==> config.mk <==
export PLATFORM = sky130hd
export DESIGN_NAME = tlut_queue
export DESIGN_NICKNAME = d
export VERILOG_FILES = /design/src/hw/rtl/tlut_pkg.sv /design/src/hw/rtl/tlut_queue.sv
export SDC_FILE = /design/constraint.sdc
export NUM_CORES = 1
export LEC_CHECK = 0
export ABC_CLOCK_PERIOD_IN_PS = 8800
export BUFFER_PORTS_ARGS = -buffer_cell sky130_fd_sc_hd__clkbuf_2
export CORE_ASPECT_RATIO = 1.2
export CORE_MARGIN = 5
export CORE_UTILIZATION = 50
export DETAILED_ROUTE_END_ITERATION = 8
export MAX_ROUTING_LAYER = met4
export PLACE_DENSITY = 0.73
export SYNTH_ARGS = -nofsm -noshare
export SYNTH_HDL_FRONTEND = slang
export SYNTH_SLANG_ARGS = --single-unit
==> constraint.sdc <==
create_clock -name clk -period 8.8 [get_ports clk]
set_input_delay 1.32 -clock clk [delete_from_list [all_inputs] [get_ports clk]]
set_output_delay 1.32 -clock clk [all_outputs]
set_load 0.05 [all_outputs]
==> src/hw/rtl/tlut_pkg.sv <==
// ----------------------------------------------------------------------------
// tlut_pkg: shared types and constants of the trilinear coefficient lookup
// Grid geometry, fixed-point widths and the command carried front to back.
// ----------------------------------------------------------------------------
package tlut_pkg;

	localparam int GRID_SIZE        = 33;
	localparam int MAX_COEFFS       = 8;
	localparam int WEIGHT_FRAC_BITS = 12;
	localparam int RESULT_LIMIT     = 8;
	localparam int COEFF_LIMIT      = (MAX_COEFFS < RESULT_LIMIT) ? MAX_COEFFS : RESULT_LIMIT;

	localparam int NODE_COUNT = GRID_SIZE * GRID_SIZE * GRID_SIZE;
	localparam int DEPTH      = NODE_COUNT * MAX_COEFFS;
	localparam int ADDR_W     = $clog2(DEPTH);
	localparam int NODE_W     = $clog2(NODE_COUNT);

	localparam int IDX_W   = 6;                       // node coordinate width
	localparam int SLOT_W  = 3;
	localparam int CNT_W   = 4;
	localparam int VAL_W   = 16;
	localparam int CHAN_W  = 8;
	localparam int FRAC_W  = WEIGHT_FRAC_BITS + 1;    // fraction runs 0..2^F
	localparam int W2_W    = 2 * FRAC_W;
	localparam int VB_W    = VAL_W + FRAC_W;
	localparam int PROD_W  = VB_W + W2_W;
	localparam int ACC_W   = VAL_W + 3 * WEIGHT_FRAC_BITS + 1;

	typedef enum logic {
		OP_WRITE  = 1'b0,
		OP_LOOKUP = 1'b1
	} op_t;

	typedef struct packed {
		op_t               op;
		logic [IDX_W-1:0]  nr;
		logic [IDX_W-1:0]  ng;
		logic [IDX_W-1:0]  nb;
		logic [SLOT_W-1:0] wslot;
		logic [VAL_W-1:0]  wval;
		logic [IDX_W-1:0]  ri;
		logic [IDX_W-1:0]  gi;
		logic [IDX_W-1:0]  bi;
		logic [FRAC_W-1:0] fr;
		logic [FRAC_W-1:0] fg;
		logic [FRAC_W-1:0] fb;
		logic [CNT_W-1:0]  n;
	} cmd_t;

	typedef enum logic [1:0] {
		ST_IDLE  = 2'd0,
		ST_WRITE = 2'd1,
		ST_BASE  = 2'd2,
		ST_RUN   = 2'd3
	} back_state_t;

	typedef struct packed {
		logic full;
		logic empty;
	} q_status_t;

endpackage

==> src/hw/rtl/tlut_queue.sv <==
// ----------------------------------------------------------------------------
// tlut_queue: two-entry command queue
// Decouples intake from the table engine.
// ----------------------------------------------------------------------------
module tlut_queue (
	input  logic                 clk,
	input  logic                 arst_n,
	input  logic                 push,
	input  tlut_pkg::cmd_t       push_cmd,
	input  logic                 pop,
	output tlut_pkg::cmd_t       head,
	output tlut_pkg::q_status_t  q_stat
);

	tlut_pkg::cmd_t  entry_q [2];
	logic            wr_ptr_q, rd_ptr_q;
	logic [1:0]      count_q;

	assign head         = entry_q[rd_ptr_q];
	assign q_stat.full  = count_q == 2'd2;
	assign q_stat.empty = count_q == 2'd0;

	always_ff @(posedge clk or negedge arst_n) begin
		if (!arst_n) begin
			wr_ptr_q <= 1'b0;
			rd_ptr_q <= 1'b0;
			count_q  <= 2'd0;
		end else begin
			if (push) wr_ptr_q <= ~wr_ptr_q;
			if (pop)  rd_ptr_q <= ~rd_ptr_q;
			count_q <= count_q + 2'(push) - 2'(pop);
		end
	end

	always_ff @(posedge clk) begin
		if (push) begin
			entry_q[wr_ptr_q] <= push_cmd;
		end
	end

endmodule

==> results.sh <==
export IMPL_reg2reg_to="entry_q[1][91]$_DFFE_PP_"
export IMPL_worst_slew_pin_slew_ns=0.954
export IMPL_via_per_inst=4.82
export IMPL_end_kind="primary output"
export IMPL_synth_top_area_share_pct=75.8
export IMPL_ys_ff_latch=202
export IMPL_finalClockSkew_ns=0.00522
export IMPL_cp_data_required_time_ns=7.48
export IMPL_ioPinCount=204
export IMPL_netSwitchingFraction_pct=39.4
export IMPL_grt_usage_pct=15.2
export IMPL_htree_num_levels=1
export IMPL_async_flop_share_pct=1.98
export IMPL_insertion_delay_ns=0.47
export IMPL_pre_cts_slack_ns=4.89
export IMPL_synth_most_common_cell="edfxtp_1"
export IMPL_die_h_um=147
export IMPL_cp_arrival_ns=3.06
export IMPL_grt_pass1_vias=4003
export IMPL_seqPwrFrac_pct=37.6
export IMPL_drt_iter0_drc=210
export IMPL_max_cap_viol_count=0
export IMPL_cts_tree="yes"
export IMPL_portBuffers=203
export IMPL_n_antenna_cell=0
export IMPL_fmax_mhz=228
export IMPL_setup_violations=0
export IMPL_slew_headroom_pct=36.4
export IMPL_vias=3662
export IMPL_grt_max_degree=57
export IMPL_fin_nets=646
export IMPL_drt_first_pass_iters=4
export IMPL_crit_end="head[10]"
export IMPL_rsz0062_at_grt="no"
export IMPL_antenna_found_initial=0
export IMPL_ant_nets=0
export IMPL_total_power_mw=3.69
export IMPL_startpoint_type="flop"
export IMPL_grt_use_met2_pct=27.8
export IMPL_yosysSeqAreaShare_pct=77.1
export IMPL_yosys_top_cells_area="edfxtp_1, mux2_4, buf_12"
export IMPL_synth_common_cells="edfxtp_1, mux2_4, buf_12"
export IMPL_fp_dieW_um=124
export IMPL_ctsResizeCount=0
export IMPL_synth_edff_count=198
export IMPL_period_share_pct=49.7
export IMPL_intPower_mw=2.24
export IMPL_min_period_ns=4.38
export IMPL_cts_sinks=202
export IMPL_cellPowerDensity_nw_per_um2=386
export IMPL_drt_total_wl_mm=14.1
export IMPL_criticalPathCategory="flop to primary output"
export IMPL_clk_pin_slew_ns=0.06
export IMPL_die_area_um2=18300
export IMPL_postCtsHoldBufs=0
export IMPL_grt_pass1_wl_mm=21.5
export IMPL_start_util_pct=50.5
export IMPL_syn_area_um2=7840
export IMPL_reg2regPathDepth=2
export IMPL_crit_fanout=52
export IMPL_power_switching_mw=1.45
export IMPL_globalplace_congestion=0.721
export IMPL_route_detailed_drc=0
export IMPL_coreArea_um2=15500
export IMPL_drive_above_1_share_pct=60.3
export IMPL_routedWlPerCell_um=18.5
export IMPL_syn_area_per_cell_um2=24.3
export IMPL_combPwrFrac_pct=41.2
export IMPL_synth_nets=428
export IMPL_syn2layout_area_growth_pct=21.8
export IMPL_setup_tns_ns=0
export IMPL_dp_hpwl_mm=9.63
export IMPL_clkPwrFrac_pct=21.2
export IMPL_top_usage_layer="met2"
export IMPL_p_leak_nw=3.94
export IMPL_cts_buffers=20
export IMPL_grt_use_met3_pct=3.60
export IMPL_status="completed"
export IMPL_grt_util_met1_pct=16.7
export IMPL_n_fill_cell=1160
export IMPL_r2r_start="wr_ptr_q$_DFFE_PN0P_"
export IMPL_grt_overflow_total=0
export IMPL_cp_startpoint="rd_ptr_q$_DFFE_PN0P_"
export IMPL_slew_viol_final=0
export IMPL_ir_drop_uv=267
export IMPL_syn_inst=323
export IMPL_rrSetupSlack_ns=6.67
export IMPL_rows=50
export IMPL_clockBufferDepth=3
export IMPL_synth_ff_type="edfxtp_1"
export IMPL_cts_root_buf="clkbuf_16"
export IMPL_hold_viol_final=0
export IMPL_hp_class="flop to flop"
export IMPL_synthDistinctLibCells=12
export IMPL_ys_warn_count=0
export IMPL_postCtsSetupBuffers=0
export IMPL_setup_ws_ns=4.42
export IMPL_synth_top_area_cell="edfxtp_1"
## power groups by stage
stage          registers, mW  clock network [mW]  logic [mW]
3_3_place_gp            1.40                   0        1.53
4_1_cts                 1.40               0.804        1.54
3_5_place_dp            1.41                   0        1.54
5_1_grt                 1.41               0.852        1.58
6_report                1.39               0.781        1.52
2_1_floorplan           1.36                   0        1.40
## cell families after synthesis
kind of cell / count (synthesis) / synth area share [%]
XOR/XNOR: 3 / 0.527
adder cells (fa/ha/maj): 2 / 0.319
flip-flops: 202 / 77.1
buffers and inverters: 13 / 2.79
multiplexers: 99 / 19.0
AND/OR/NAND/NOR: 4 / 0.287
## per-layer routing
metal	vias up	part of all wire (%)
li1	1712	-
met1	1810	37
met2	122	55
met3	18	6.0
met4	0	1.6
met5	-	0
## cell type report
class | instances | area [µm²] | share of cell area [%]
multi-input combinational | 108 | 1590 | 16.6
sequential | 202 | 6050 | 63.3
clock inverter | 9 | 66.3 | 0.694
timing repair buffer | 207 | 1050 | 11.0
clock buffer | 24 | 537 | 5.62
tap | 208 | 260 | 2.72
inverter | 2 | 7.51 | 0.0786
## state kept, by name (all words and copies together) (netlist names)
register / count
count_q: 2
entry_q: 198
rd_ptr_q: 1
wr_ptr_q: 1
## worst min path at each step
stage | to | cells past startpoint | slack (ns) | from
detailed placement | wr_ptr_q$_DFFE_PN0P_ | 1 | 0.54 | wr_ptr_q$_DFFE_PN0P_
global placement | wr_ptr_q$_DFFE_PN0P_ | 1 | 0.53 | wr_ptr_q$_DFFE_PN0P_
floorplan | wr_ptr_q$_DFFE_PN0P_ | 1 | 0.46 | wr_ptr_q$_DFFE_PN0P_
CTS | wr_ptr_q$_DFFE_PN0P_ | 1 | 0.55 | wr_ptr_q$_DFFE_PN0P_
finish | wr_ptr_q$_DFFE_PN0P_ | 1 | 0.55 | wr_ptr_q$_DFFE_PN0P_
global route | wr_ptr_q$_DFFE_PN0P_ | 1 | 0.59 | wr_ptr_q$_DFFE_PN0P_
## placed cells by master (no fill, tap or decap), drive strengths merged
master and count:
clkbuf 227, edfxtp 198, mux2 99, clkinv 8
buf 4, dfrtp 4, inv 2, xor2 2
ha 2, nor2b 2, xor3 1, nor2 1
and2 1, bufinv 1
## critical path, stage by stage (launching register included)
cell and delay, ns:
dfrtp_4 1.03, buf_4 0.88, mux2_4 0.37, clkbuf_2 0.24
## stage by stage
stage	hold slack [ns]	area (µm²)	instances	utilization [%]
final	0.550	9550	760	61.6
after global routing	0.586	9550	760	61.6
after CTS	0.551	9550	760	61.6
after detailed placement	0.539	8950	727	57.7
after global placement	0.531	8950	727	57.7
after floorplan	0.455	7840	323	-
No activity file was read; power rests on OpenSTA's default activity.
