## src/hw/rtl/tlut_pkg.sv

```systemverilog
// ----------------------------------------------------------------------------
// tlut_pkg: shared types and constants of the trilinear coefficient lookup
// Grid geometry, fixed-point widths and the command carried front to back.
// ----------------------------------------------------------------------------
package tlut_pkg;

	localparam int GRID_SIZE        = 33;
	localparam int MAX_COEFFS       = 8;
	localparam int WEIGHT_FRAC_BITS = 12;
	localparam int RESULT_LIMIT     = 8;
	localparam int COEFF_LIMIT      = (MAX_COEFFS < RESULT_LIMIT) ? MAX_COEFFS : RESULT_LIMIT;

	localparam int NODE_COUNT = GRID_SIZE * GRID_SIZE * GRID_SIZE;
	localparam int DEPTH      = NODE_COUNT * MAX_COEFFS;
	localparam int ADDR_W     = $clog2(DEPTH);
	localparam int NODE_W     = $clog2(NODE_COUNT);

	localparam int IDX_W   = 6;                       // node coordinate width
	localparam int SLOT_W  = 3;
	localparam int CNT_W   = 4;
	localparam int VAL_W   = 16;
	localparam int CHAN_W  = 8;
	localparam int FRAC_W  = WEIGHT_FRAC_BITS + 1;    // fraction runs 0..2^F
	localparam int W2_W    = 2 * FRAC_W;
	localparam int VB_W    = VAL_W + FRAC_W;
	localparam int PROD_W  = VB_W + W2_W;
	localparam int ACC_W   = VAL_W + 3 * WEIGHT_FRAC_BITS + 1;

	typedef enum logic {
		OP_WRITE  = 1'b0,
		OP_LOOKUP = 1'b1
	} op_t;

	typedef struct packed {
		op_t               op;
		logic [IDX_W-1:0]  nr;
		logic [IDX_W-1:0]  ng;
		logic [IDX_W-1:0]  nb;
		logic [SLOT_W-1:0] wslot;
		logic [VAL_W-1:0]  wval;
		logic [IDX_W-1:0]  ri;
		logic [IDX_W-1:0]  gi;
		logic [IDX_W-1:0]  bi;
		logic [FRAC_W-1:0] fr;
		logic [FRAC_W-1:0] fg;
		logic [FRAC_W-1:0] fb;
		logic [CNT_W-1:0]  n;
	} cmd_t;

	typedef enum logic [1:0] {
		ST_IDLE  = 2'd0,
		ST_WRITE = 2'd1,
		ST_BASE  = 2'd2,
		ST_RUN   = 2'd3
	} back_state_t;

	typedef struct packed {
		logic full;
		logic empty;
	} q_status_t;

endpackage

```

## src/hw/rtl/tlut_front.sv

```systemverilog
// ----------------------------------------------------------------------------
// tlut_front: command intake
// Registers each item, drops out-of-range writes and turns colours into
// clamped cell indices and weights before queueing.
// ----------------------------------------------------------------------------
module tlut_front (
	input  logic                          clk,
	input  logic                          arst_n,
	input  logic                          start,
	output logic                          busy,
	input  logic                          opcode,
	input  logic [tlut_pkg::CHAN_W-1:0]   red,
	input  logic [tlut_pkg::CHAN_W-1:0]   green,
	input  logic [tlut_pkg::CHAN_W-1:0]   blue,
	input  logic [tlut_pkg::IDX_W-1:0]    node_r,
	input  logic [tlut_pkg::IDX_W-1:0]    node_g,
	input  logic [tlut_pkg::IDX_W-1:0]    node_b,
	input  logic [tlut_pkg::SLOT_W-1:0]   write_slot,
	input  logic [tlut_pkg::VAL_W-1:0]    write_value,
	input  logic                          cfg_valid,
	output logic                          cfg_ready,
	input  logic [tlut_pkg::CNT_W-1:0]    cfg_data,
	input  tlut_pkg::q_status_t           q_stat,
	output logic                          push,
	output tlut_pkg::cmd_t                push_cmd
);

	localparam int F      = tlut_pkg::WEIGHT_FRAC_BITS;
	localparam int POS_NUM = (tlut_pkg::GRID_SIZE - 1) * (2 ** F);
	localparam int POS_Q  = POS_NUM / 255;
	localparam int POS_R  = POS_NUM % 255;
	localparam int POS_W  = $clog2(POS_NUM + 1);
	localparam int Y_W    = 17;

	logic                         valid_s1;
	logic                         op_s1;
	logic [tlut_pkg::CHAN_W-1:0]  red_s1, green_s1, blue_s1;
	logic [tlut_pkg::IDX_W-1:0]   nr_s1, ng_s1, nb_s1;
	logic [tlut_pkg::SLOT_W-1:0]  wslot_s1;
	logic [tlut_pkg::VAL_W-1:0]   wval_s1;
	logic [tlut_pkg::CNT_W-1:0]   coeff_count_q;
	logic                         take;
	logic                         write_ok;
	logic [tlut_pkg::CNT_W-1:0]   n_eff;

	// pos = floor(c * (G-1) * 2^F / 255) = c*Q + floor(c*R/255), c*R < 2^16
	function automatic logic [tlut_pkg::IDX_W+tlut_pkg::FRAC_W-1:0] chan_pos(
		input logic [tlut_pkg::CHAN_W-1:0] c
	);
		logic [Y_W-1:0]              y;
		logic [Y_W-1:0]              corr;
		logic [POS_W-1:0]            pos;
		logic [POS_W-1:0]            hi;
		logic [tlut_pkg::IDX_W-1:0]  idx;
		logic [POS_W-1:0]            frac;
		y    = Y_W'(c) * Y_W'(POS_R);
		corr = (y + (y >> 8) + Y_W'(1)) >> 8;
		pos  = POS_W'(c) * POS_W'(POS_Q) + POS_W'(corr);
		hi   = pos >> F;
		if (hi > POS_W'(tlut_pkg::GRID_SIZE - 2)) begin
			idx = tlut_pkg::IDX_W'(tlut_pkg::GRID_SIZE - 2);
		end else begin
			idx = tlut_pkg::IDX_W'(hi);
		end
		frac = pos - (POS_W'(idx) << F);
		return {idx, tlut_pkg::FRAC_W'(frac)};
	endfunction

	assign cfg_ready = 1'b1;
	assign busy      = valid_s1 & q_stat.full;
	assign take      = start & ~busy;

	always_ff @(posedge clk or negedge arst_n) begin
		if (!arst_n) begin
			coeff_count_q <= tlut_pkg::CNT_W'(8);
		end else if (cfg_valid && cfg_ready) begin
			coeff_count_q <= cfg_data;
		end
	end

	always_ff @(posedge clk or negedge arst_n) begin
		if (!arst_n) begin
			valid_s1 <= 1'b0;
		end else if (take) begin
			valid_s1 <= 1'b1;
		end else if (!q_stat.full) begin
			valid_s1 <= 1'b0;
		end
	end

	always_ff @(posedge clk) begin
		if (take) begin
			op_s1    <= opcode;
			red_s1   <= red;
			green_s1 <= green;
			blue_s1  <= blue;
			nr_s1    <= node_r;
			ng_s1    <= node_g;
			nb_s1    <= node_b;
			wslot_s1 <= write_slot;
			wval_s1  <= write_value;
		end
	end

	always_comb begin
		write_ok = (nr_s1 < tlut_pkg::IDX_W'(tlut_pkg::GRID_SIZE))
			&& (ng_s1 < tlut_pkg::IDX_W'(tlut_pkg::GRID_SIZE))
			&& (nb_s1 < tlut_pkg::IDX_W'(tlut_pkg::GRID_SIZE))
			&& ({1'b0, wslot_s1} < (tlut_pkg::SLOT_W+1)'(tlut_pkg::MAX_COEFFS));
		if (coeff_count_q == '0) begin
			n_eff = tlut_pkg::CNT_W'(1);
		end else if (coeff_count_q > tlut_pkg::CNT_W'(tlut_pkg::COEFF_LIMIT)) begin
			n_eff = tlut_pkg::CNT_W'(tlut_pkg::COEFF_LIMIT);
		end else begin
			n_eff = coeff_count_q;
		end
	end

	always_comb begin
		push_cmd       = '0;
		push_cmd.op    = tlut_pkg::op_t'(op_s1);
		push_cmd.nr    = nr_s1;
		push_cmd.ng    = ng_s1;
		push_cmd.nb    = nb_s1;
		push_cmd.wslot = wslot_s1;
		push_cmd.wval  = wval_s1;
		{push_cmd.ri, push_cmd.fr} = chan_pos(red_s1);
		{push_cmd.gi, push_cmd.fg} = chan_pos(green_s1);
		{push_cmd.bi, push_cmd.fb} = chan_pos(blue_s1);
		push_cmd.n     = n_eff;
		push = valid_s1 & ~q_stat.full
			& ((op_s1 == tlut_pkg::OP_LOOKUP) | write_ok);
	end

endmodule

```

## config.mk

```make
export PLATFORM = sky130hd
export DESIGN_NAME = tlut_front
export DESIGN_NICKNAME = d
export VERILOG_FILES = /design/src/hw/rtl/tlut_pkg.sv /design/src/hw/rtl/tlut_front.sv
export SDC_FILE = /design/constraint.sdc
export NUM_CORES = 1
export LEC_CHECK = 0
export BUFFER_PORTS_ARGS = -buffer_cell sky130_fd_sc_hd__clkbuf_2
export CORE_ASPECT_RATIO = 1.4
export CORE_MARGIN = 8
export CORE_UTILIZATION = 40
export DETAILED_ROUTE_END_ITERATION = 6
export PLACE_DENSITY = 0.75
export SLEW_MARGIN = 40
export SYNTH_ARGS = -nofsm -noshare
export SYNTH_HDL_FRONTEND = slang
export SYNTH_SLANG_ARGS = --single-unit
```

## constraint.sdc

```tcl
create_clock -name clk -period 10.1 [get_ports clk]
set_input_delay 0.505 -clock clk [delete_from_list [all_inputs] [get_ports clk]]
set_output_delay 0.505 -clock clk [all_outputs]
set_load 0.01 [all_outputs]
```

==> results.py <==
metrics = {
    "flow_run": {
        "drv_cap": 0,
    },
    "place": {
        "place_area_um2": 3771,
        "portBuffers": 168,
        "gp_congestion": 0.8198,
        "hpwl_um": 6118,
    },
    "synth": {
        "ys_ff_latch": 67,
        "post-synth-top-area-cell": "edfxtp_1",
        "synth_compound_area_share_pct": 3.927,
        "synth-seq-area-share_pct": 68.58,
        "async_flop_share_pct": 7.463,
        "synth-simple-area-share_pct": 12.13,
        "yosys.area_share.xor_xnor_pct": 6.647,
        "synth_edf_count": 62,
        "synth_area_um2": 2899,
        "synth_ff_type": "edfxtp_1",
        "synthMuxAreaShare_pct": 1.554,
        "synthCells": 200,
        "synth_top_family_by_area": "simple AND/OR/NAND/NOR gates",
        "synth_top_area_share_pct": 64.22,
        "ys_types": 34,
        "synth_fa_ha_area_share_pct": 2.590,
        "yosys-top-cells-area": "edfxtp_1 (64%), xnor2_1 (4.8%), dfrtp_1 (3.5%)",
        "ys_warn_count": 0,
        "synth_area_per_cell_um2": 14.50,
    },
    "clocking": {
        "cts_tree": "yes",
        "ctsHoldBuffers": 1,
        "numCtsBuffers": 9,
        "clkTransAtPathRegs_ns": 0.06,
        "cts_resized": 0,
        "cts.sinks": 67,
        "cts_max_level": 3,
        "cts_root_buffer": "clkbuf_8",
        "cts_setup_buffers": 0,
        "ctsLongestPathBuffers": 2,
        "worstSkewPairLatency_ns": 0.33,
    },
    "sta": {
        "period_needed_ns": 2.977,
        "setup_viol": 0,
        "fin_setup_tns_ns": 0,
        "rsz0062_at_grt": "false",
        "slew_violations": 0,
        "fmax_mhz": 335.9,
        "worst_pin_slew_ns": 0.7634,
        "hold_viol": 0,
        "fin_worst_skew_ns": 0.005157,
        "slew_headroom_pct": 49.11,
        "min_period_over_period_pct": 29.47,
    },
    "final_layout": {
        "fin_area_um2": 3941,
        "post-route-util_pct": 56.45,
        "nNetsFinal": 441,
        "diodes": 0,
        "drive_gt1_share_pct": 51.09,
        "area_delta_synth_final_pct": 35.95,
    },
    "power_and_ir_drop": {
        "leakagePower_nw": 1.759,
        "irDropWorstVdd_mv": 0.1236,
        "power.density_nw_per_um2": 148.8,
    },
    "global_route": {
        "grt_max_degree": 63,
        "overflow": 0,
        "grt_pass1_wl_um": 10910,
        "antenna_found_initial": 1,
        "grt_pass1_vias": 2225,
        "grt_usage_pct": 14.56,
    },
    "worst_setup_path": {
        "timing.rr.start": "valid_s1",
        "cp.required_ns": 9.60,
        "cp_top_family": "simple AND/OR/NAND/NOR gates",
        "r2r_slack_ns": 8.44,
        "path_max_fanout": 8,
        "crit_path_end_kind": "primary output",
        "crit_path_start": "blue_s1[3]",
        "r2r_cells": 3,
        "crit_path_max_incr_delay_ns": 0.45,
        "critical_path_class": "reg2out",
        "timing.critical_path.mode_cell": "ha_1",
        "crit_buf_inv": 1,
        "cpMaxStageDelayCell": "edfxtp_1",
        "arrival_ns": 2.47,
        "crit_cells": 7,
        "start_kind": "flop",
        "worstSetupEndpoint": "push_cmd[13]",
        "worstPathCellList": "and4_1, and2_1, ha_1, ha_1, nand4_1, xnor2_1, clkbuf_2",
        "r2r_end": "red_s1[0]",
    },
    "route": {
        "drtIter0Drc": 41,
        "viasPerCell": 4.624,
        "num_vias": 2141,
        "drc": 0,
        "firstDrtPassIters": 4,
        "wirelength_um": 7416,
        "ant_nets": 0,
        "wire_per_inst_um": 16.02,
    },
    "floorplan": {
        "core_area_um2": 6982,
        "die_h_um": 116.7,
        "rows": 36,
        "dieArea_um2": 10270,
        "die_x_um": 87.95,
        "start_util_pct": 41.52,
        "io_pins": 174,
    },
    "hold_path": {
        "hp-class": "in2reg",
        "hold_path_startpoint": "node_r[3]",
    },
    "outcome": {
        "status": "completed",
    },
}
-- routing by layer --
layer,GRT usage (%),part of all wire (%),up-vias
li1,-,-,1043
met3,7.465,11,14
met1,12.13,31,989
met4,8.641,2.6,2
met5,0,0.18,-
met2,26.38,56,93
-- logic make-up (layout without fill, tap and decap cells) --
kind of cell	count (synthesis)	after routing
DFF	67	67
and+or+nand+nor	60	60
buffers and inverters	24	190
xor gates and xnor gates	22	22
AOI/OAI and AO/OA	15	15
adders and majority gates	6	6
muxes	4	4
other	2	4
-- final cells by class --
class                           count  area, um^2
Sequential cell                    67        1988
Multi-Input combinational cell    111       800.8
Timing Repair Buffer              170       858.3
Clock buffer                       16       160.2
Tap cell                           95       118.9
Fill cell                         615        3040
Inverter                            4       15.01
-- worst register-to-register path, stage by stage, from the launching register on --
cell and delay, ns:
dfrtp_1 0.37, and2_1 0.18, nor2b_4 0.11, buf_4 0.60
-- sequential cells by signal, summed over array words and instances (netlist names) --
name / count
op_s1: 1
blue_s1: 8
red_s1: 8
wslot_s1: 3
nb_s1: 6
nr_s1: 6
coeff_count_q: 4
valid_s1: 1
green_s1: 8
ng_s1: 6
wval_s1: 16
-- power breakdown --
part           switching, mW  internal (mW)  total [mW]
Combinational         0.0367         0.0322      0.0689
Sequential            0.0108          0.323       0.334
Clock                 0.0868         0.0965       0.183
-- cell usage after synthesis, drive strengths merged (2+ instances only) --
master  instances
a21oi           2
nor2b           7
xnor2          16
and3            3
nand2           5
clkbuf         11
nor2            7
nand4           6
conb            2
nand3          13
and2            8
dfrtp           4
xor2            6
edfxtp         62
a22o            6
or4             3
ha              6
buf             8
o21a            2
o21ai           3
nor3            2
mux2            4
and4            4
inv             4
-- cells in the final DEF (no fill, tap or decap), types with 2 or more instances in the layout --
cell type  count
clkbuf_2     168
edfxtp_1      62
xnor2_1       16
nand3_1       13
clkbuf_8      10
and2_1         7
nor2_1         7
xor2_1         6
nor2b_1        6
a22o_1         6
ha_1           6
clkbuf_1       6
nand4_1        5
nand2_1        5
and4_1         4
inv_1          4
mux2_2         4
conb_1         4
dfrtp_1        4
and3_1         3
or4_1          3
o21ai_0        3
a21oi_1        2
nor3_1         2
o21a_1         2
-- stage by stage --
step | hold slack [ns] | worst slack (ns) | instances | power [mW]
finish | 0.3433 | 7.123 | 463 | 0.5865
global route | 0.3211 | 6.908 | 463 | 0.6147
CTS | 0.3122 | 7.080 | 463 | 0.5977
detailed placement | 0.3334 | 7.458 | 446 | 0.4102
global placement | 0.3349 | 7.524 | 446 | 0.4080
floorplan | 0.2094 | 6.135 | 202 | 0.3722
-- how the worst min path moves through the flow --
| stage | end | slack, ns | cells past startpoint |
|---|---|---|---|
| floorplan | coeff_count_q[0] | 0.21 | 0 |
| global placement | valid_s1 | 0.33 | 1 |
| detailed placement | valid_s1 | 0.33 | 1 |
| CTS | green_s1[2] | 0.31 | 1 |
| global route | green_s1[2] | 0.32 | 1 |
| finish | nr_s1[3] | 0.34 | 1 |
(Power assumes the default switching activity.)
